File: src/rtl/core/drrip_pkg.sv
`timescale 1ns / 1ps
// ----------------------------------------------------------------------------
// drrip_pkg
// Shared types and constants of the DRRIP replacement block with reuse decay.
// ----------------------------------------------------------------------------
package drrip_pkg;

    typedef enum logic {
        KIND_VICTIM = 1'b0,
        KIND_UPDATE = 1'b1
    } kind_t;

    typedef struct packed {
        logic [4:0]  chance;
        logic        victim_valid;
        logic        hit;
        logic [3:0]  way;
        logic [10:0] set_index;
        kind_t       kind;
    } item_t;

    // selector movement requested by a fill that evicted a reused line
    typedef struct packed {
        logic sel_inc;
        logic sel_dec;
    } sel_move_t;

    localparam int          LINE_W       = 4;
    localparam logic [1:0]  RRPV_MAX     = 2'd3;
    localparam logic [1:0]  RRPV_LONG    = 2'd2;
    localparam logic [1:0]  RRPV_HIT     = 2'd0;
    localparam logic [1:0]  REUSE_MAX    = 2'd3;
    localparam logic [1:0]  REUSE_KEEP   = 2'd2;
    localparam logic [9:0]  SEL_RESET    = 10'd512;
    localparam logic [9:0]  SEL_MAX      = 10'd1023;
    localparam logic [20:0] PERIOD_MAX   = 21'd1048576;
    localparam logic [20:0] PERIOD_RESET = 21'd100000;

endpackage

File: src/rtl/core/drrip_set_logic.sv
`timescale 1ns / 1ps
// ----------------------------------------------------------------------------
// drrip_set_logic
// Modify stage of one set word: ageing and victim pick, hit and fill update.
// ----------------------------------------------------------------------------
module drrip_set_logic #(
    parameter int NUM_WAYS = 16
) (
    input  drrip_pkg::item_t                          item,
    input  logic [NUM_WAYS*drrip_pkg::LINE_W+1:0]     word_in,
    input  logic [9:0]                                sel,
    output logic [NUM_WAYS*drrip_pkg::LINE_W+1:0]     word_out,
    output logic [3:0]                                victim,
    output drrip_pkg::sel_move_t                      move
);
    import drrip_pkg::*;

    localparam int W = NUM_WAYS * LINE_W + 2;

    // set word: per way rrpv in bits [1:0], reuse in [3:2]; leader flags on top
    always_comb begin
        logic [1:0] mx;
        logic [1:0] rr;
        logic [1:0] old_reuse;
        logic       found;
        logic       lead_sr;
        logic       lead_br;
        logic       use_sr;
        word_out  = word_in;
        victim    = '0;
        move      = '0;
        mx        = '0;
        rr        = '0;
        found     = 1'b0;
        old_reuse = '0;
        lead_sr   = word_in[W-2];
        lead_br   = word_in[W-1];
        use_sr    = lead_sr || (!lead_br && sel >= SEL_RESET);
        if (item.kind == KIND_VICTIM) begin
            // age the set so that the oldest line reaches the distant value
            for (int w = 0; w < NUM_WAYS; w++) begin
                if (word_in[w*LINE_W +: 2] > mx) begin
                    mx = word_in[w*LINE_W +: 2];
                end
            end
            for (int w = 0; w < NUM_WAYS; w++) begin
                rr = word_in[w*LINE_W +: 2] + (RRPV_MAX - mx);
                word_out[w*LINE_W +: 2] = rr;
                if (!found && rr == RRPV_MAX) begin
                    victim = 4'(w);
                    found  = 1'b1;
                end
            end
        end else if (32'(item.way) < NUM_WAYS) begin
            old_reuse = word_in[{item.way, 2'b10} +: 2];
            if (item.hit) begin
                word_out[{item.way, 2'b00} +: 2] = RRPV_HIT;
                if (old_reuse != REUSE_MAX) begin
                    word_out[{item.way, 2'b10} +: 2] = old_reuse + 2'd1;
                end
            end else begin
                // fill: insertion depth from the leader or the selector, and else from chance
                if (use_sr || item.chance == 5'd0) begin
                    word_out[{item.way, 2'b00} +: 2] = RRPV_LONG;
                end else begin
                    word_out[{item.way, 2'b00} +: 2] = RRPV_MAX;
                end
                word_out[{item.way, 2'b10} +: 2] = '0;
                if (item.victim_valid && old_reuse >= REUSE_KEEP) begin
                    move.sel_inc = lead_sr;
                    move.sel_dec = lead_br;
                end
            end
        end
    end

endmodule

File: config.mk
export PLATFORM = sky130hd
export DESIGN_NAME = drrip_set_logic
export DESIGN_NICKNAME = d
export VERILOG_FILES = /design/src/rtl/core/drrip_pkg.sv /design/src/rtl/core/drrip_set_logic.sv
export SDC_FILE = /design/constraint.sdc
export NUM_CORES = 1
export LEC_CHECK = 0
export BUFFER_PORTS_ARGS = -buffer_cell sky130_fd_sc_hd__buf_2
export CELL_PAD_IN_SITES_DETAIL_PLACEMENT = 0
export CELL_PAD_IN_SITES_GLOBAL_PLACEMENT = 1
export CORE_MARGIN = 2
export CORE_UTILIZATION = 33
export DETAILED_ROUTE_END_ITERATION = 10
export PLACE_DENSITY = 0.94
export SLEW_MARGIN = 20
export SYNTH_ARGS = -nofsm -noshare
export SYNTH_HDL_FRONTEND = slang
export SYNTH_SLANG_ARGS = --single-unit
File: constraint.sdc
create_clock -name vclk -period 16.7
set_input_delay 1.67 -clock vclk [all_inputs]
set_output_delay 1.67 -clock vclk [all_outputs]
set_load 0.05 [all_outputs]
==> flow_metrics.env <==
export IMPL_cpMostUsedCell="ha_4"
export IMPL_max_slew_margin=0.344
export IMPL_synthesis_nets=836
export IMPL_ys_seq_area_frac=0
export IMPL_track_usage=0.211
export IMPL_p_sw_frac=0.564
export IMPL_finalHoldViolations=0
export IMPL_netlist_instances=683
export IMPL_use_met2=0.374
export IMPL_port_buffers=151
export IMPL_grt_start_max_net_pins=84
export IMPL_rsz0062_at_grt="yes"
export IMPL_drc=0
export IMPL_p_seq_frac=0
export IMPL_grt_pass1_vias=5269
export IMPL_final_cells=1048
export IMPL_grt_pass1_wl_um=25800
export IMPL_required_ns=15.03
export IMPL_hold_class="in2out"
export IMPL_cts_hold_fix_buffers=0
export IMPL_die_x_um=122
export IMPL_diodes=0
export IMPL_fp_dieH_um=122
export IMPL_vias=5938
export IMPL_hpwl_um=13000
export IMPL_core_area_um2=13700
export IMPL_nets=1023
export IMPL_cp_slowest_cell="a2111oi_4"
export IMPL_layout_drive_gt1_share=0.417
export IMPL_max_stage_delay_ns=0.39
export IMPL_max_cap_violations=0
export IMPL_totalWireLength_um=17700
export IMPL_total_leakage_power_uw=0.00308
export IMPL_synthToLayoutAreaGrowth_pct=46.6
export IMPL_dp_cells=1021
export IMPL_p_int_uw=248
export IMPL_avgSynthCellArea_um2=6.72
export IMPL_setup_worst_path_end_class="output pin"
export IMPL_grt_antenna_before_repair=0
export IMPL_holdPathStages=4
export IMPL_gp_congestion=0.881
export IMPL_power_switching_uw=320
export IMPL_seq_cell_count=0
export IMPL_initial_core_util=0.335
export IMPL_power_frac_comb=1.000
export IMPL_n_fill_cell=1288
export IMPL_maxSlewViolCount=0
export IMPL_setup_viol=0
export IMPL_busiest_layer="met2"
export IMPL_io_pins=171
export IMPL_synth_cell_types=77
export IMPL_p_clk_frac=0
export IMPL_start_kind="input port"
export IMPL_ir_drop_mv=0.0820
export IMPL_fp_row_count=43
export IMPL_register_area_um2=0
export IMPL_p_total_uw=567
export IMPL_grt_remaining_overflow=0
export IMPL_wire_per_inst_um=16.8
export IMPL_netlist_area_um2=4590
export IMPL_drt_iter0_markers=474
export IMPL_vias_per_cell=5.67
export IMPL_ant_nets=0
export IMPL_dieArea_um2=14900
export IMPL_cp_max_fo=7
export IMPL_crit_arrival_ns=14.91
export IMPL_met3_usage=0.0178
export IMPL_worstHoldStart="word_in[64]"
export IMPL_fin_crit_ns=16.58
export IMPL_hold_end="move[1]"
export IMPL_fmax_ghz=0.0603
export IMPL_status="complete, no violations"
export IMPL_p_per_area_nw_per_um2=84.3
export IMPL_max_slew_worst_pin_slew_ns=0.983
export IMPL_critical_path_class="in2out"
export IMPL_ys_warn_count=0
export IMPL_fin_crit_sh=0.993
export IMPL_drt_pass1_iterations=5
export IMPL_met1_usage=0.273
export IMPL_clock_buffers=0
[routing by layer]
metal | up-vias | part of all wire
met2 | 281 | 0.49
met1 | 2755 | 0.41
met5 | - | 0
li1 | 2865 | -
met3 | 37 | 0.080
met4 | 0 | 0.029
[cell usage after synthesis, types with 3 or more instances]
cell / count / area share
clkbuf_1: 26 / 0.021
mux2i_1: 22 / 0.048
inv_1: 45 / 0.037
o21bai_1: 5 / 0.0082
o221a_2: 11 / 0.027
mux4_2: 9 / 0.044
ha_1: 54 / 0.15
and3_1: 6 / 0.0082
o211ai_1: 3 / 0.0049
nand2b_1: 14 / 0.019
o22ai_1: 13 / 0.018
a21oi_1: 27 / 0.029
o21ai_0: 43 / 0.047
nor2_1: 65 / 0.053
a22o_1: 14 / 0.027
nand3_1: 27 / 0.029
a221oi_1: 3 / 0.0057
nand2_1: 105 / 0.086
o32a_1: 10 / 0.022
o22a_1: 17 / 0.032
nor2b_1: 9 / 0.012
buf_1: 7 / 0.0057
inv_2: 3 / 0.0025
mux2_2: 3 / 0.0074
xor2_1: 13 / 0.025
nor4_1: 4 / 0.0054
and2_1: 4 / 0.0054
o21ai_1: 11 / 0.012
nand4_1: 5 / 0.0068
xnor2_1: 28 / 0.053
buf_2: 8 / 0.0087
nor3_1: 8 / 0.0087
nor3b_1: 3 / 0.0049
[critical path: cells and delay by family]
family	cells	cell delay [ns]
AO/OA/AOI/OAI	29	4.85
adder cells (fa/ha/maj)	15	3.64
AND/OR/NAND/NOR	22	2.48
multiplexers	4	1.16
buffers and inverters	13	1.05
[kinds of logic (layout without fill, tap and decap cells)]
group / count (synthesis) / count (layout) / synth area share
AOI/OAI and AO/OA: 197 / 198 / 0.320
xor gates and xnor gates: 43 / 43 / 0.0853
adders and majority gates: 54 / 54 / 0.147
muxes: 35 / 35 / 0.102
and+or+nand+nor: 260 / 260 / 0.259
buffers and inverters: 94 / 278 / 0.0869
[worst max-delay path by stage]
stage                          start            to  slack (ns)  cells after the start
after floorplan           word_in[5]  word_out[53]        0.09                     82
after global placement    word_in[5]     victim[0]       -0.22                     83
after detailed placement  word_in[5]     victim[0]       -0.46                     83
after CTS                 word_in[5]     victim[1]       0.002                     83
after global routing      word_in[5]     victim[0]       -0.37                     85
final                     word_in[5]     victim[1]        0.12                     83
[timing repair]
action                     CTS  global route
cloned                       1             0
setup endpoints to repair   34            36
hold endpoints to repair     0             0
resized for setup           23           162
setup buffers                5            21
pin swaps                    6            60
[layout by cell type, fill, tap and decap left out, types with 7 or more instances in the layout]
master    instances
nand2_2           8
ha_4              9
o21ai_1           8
inv_1            36
xor2_1           13
a21oi_1          24
a22o_1           14
nor3_1            8
buf_4            73
o21ai_0          40
o22ai_1           8
ha_1             42
buf_6            23
nand2b_1         13
o221a_2          10
o32a_1           10
mux2i_1          19
nor2_1           53
inv_2             7
nor2_2           10
buf_2           132
nand3_1          24
nand2_1          95
mux4_2            9
xnor2_1          27
o22a_1           17
[final cells by class]
type	instances	area [um2]	area share
Tap cell	180	225	0.0335
Inverter	48	193	0.0286
Multi-Input combinational cell	590	4820	0.716
Timing Repair Buffer	230	1500	0.222
[power groups by stage]
stage               logic, uW  clock network, uW  registers [uW]
floorplan                 314                  0               0
global placement          426                  0               0
detailed placement        431                  0               0
CTS                       455                  0               0
global route              605                  0               0
finish                    567                  0               0
[per-stage QoR]
step / instance area, um2 / utilization / worst slack [ns] / setup TNS (ns) / hold WS [ns]
6_report: 6730 / 0.491 / 0.124 / 0 / 3.77
5_1_grt: 6730 / 0.491 / -0.372 / -7.26 / 3.79
4_1_cts: 5930 / 0.432 / 0.00169 / 0 / 3.77
3_5_place_dp: 5770 / 0.421 / -0.457 / -10.55 / 3.76
3_3_place_gp: 5770 / 0.421 / -0.218 / -3.47 / 3.76
2_1_floorplan: 4610 / - / 0.0884 / 0 / 3.57
(Power assumes the default switching activity.)
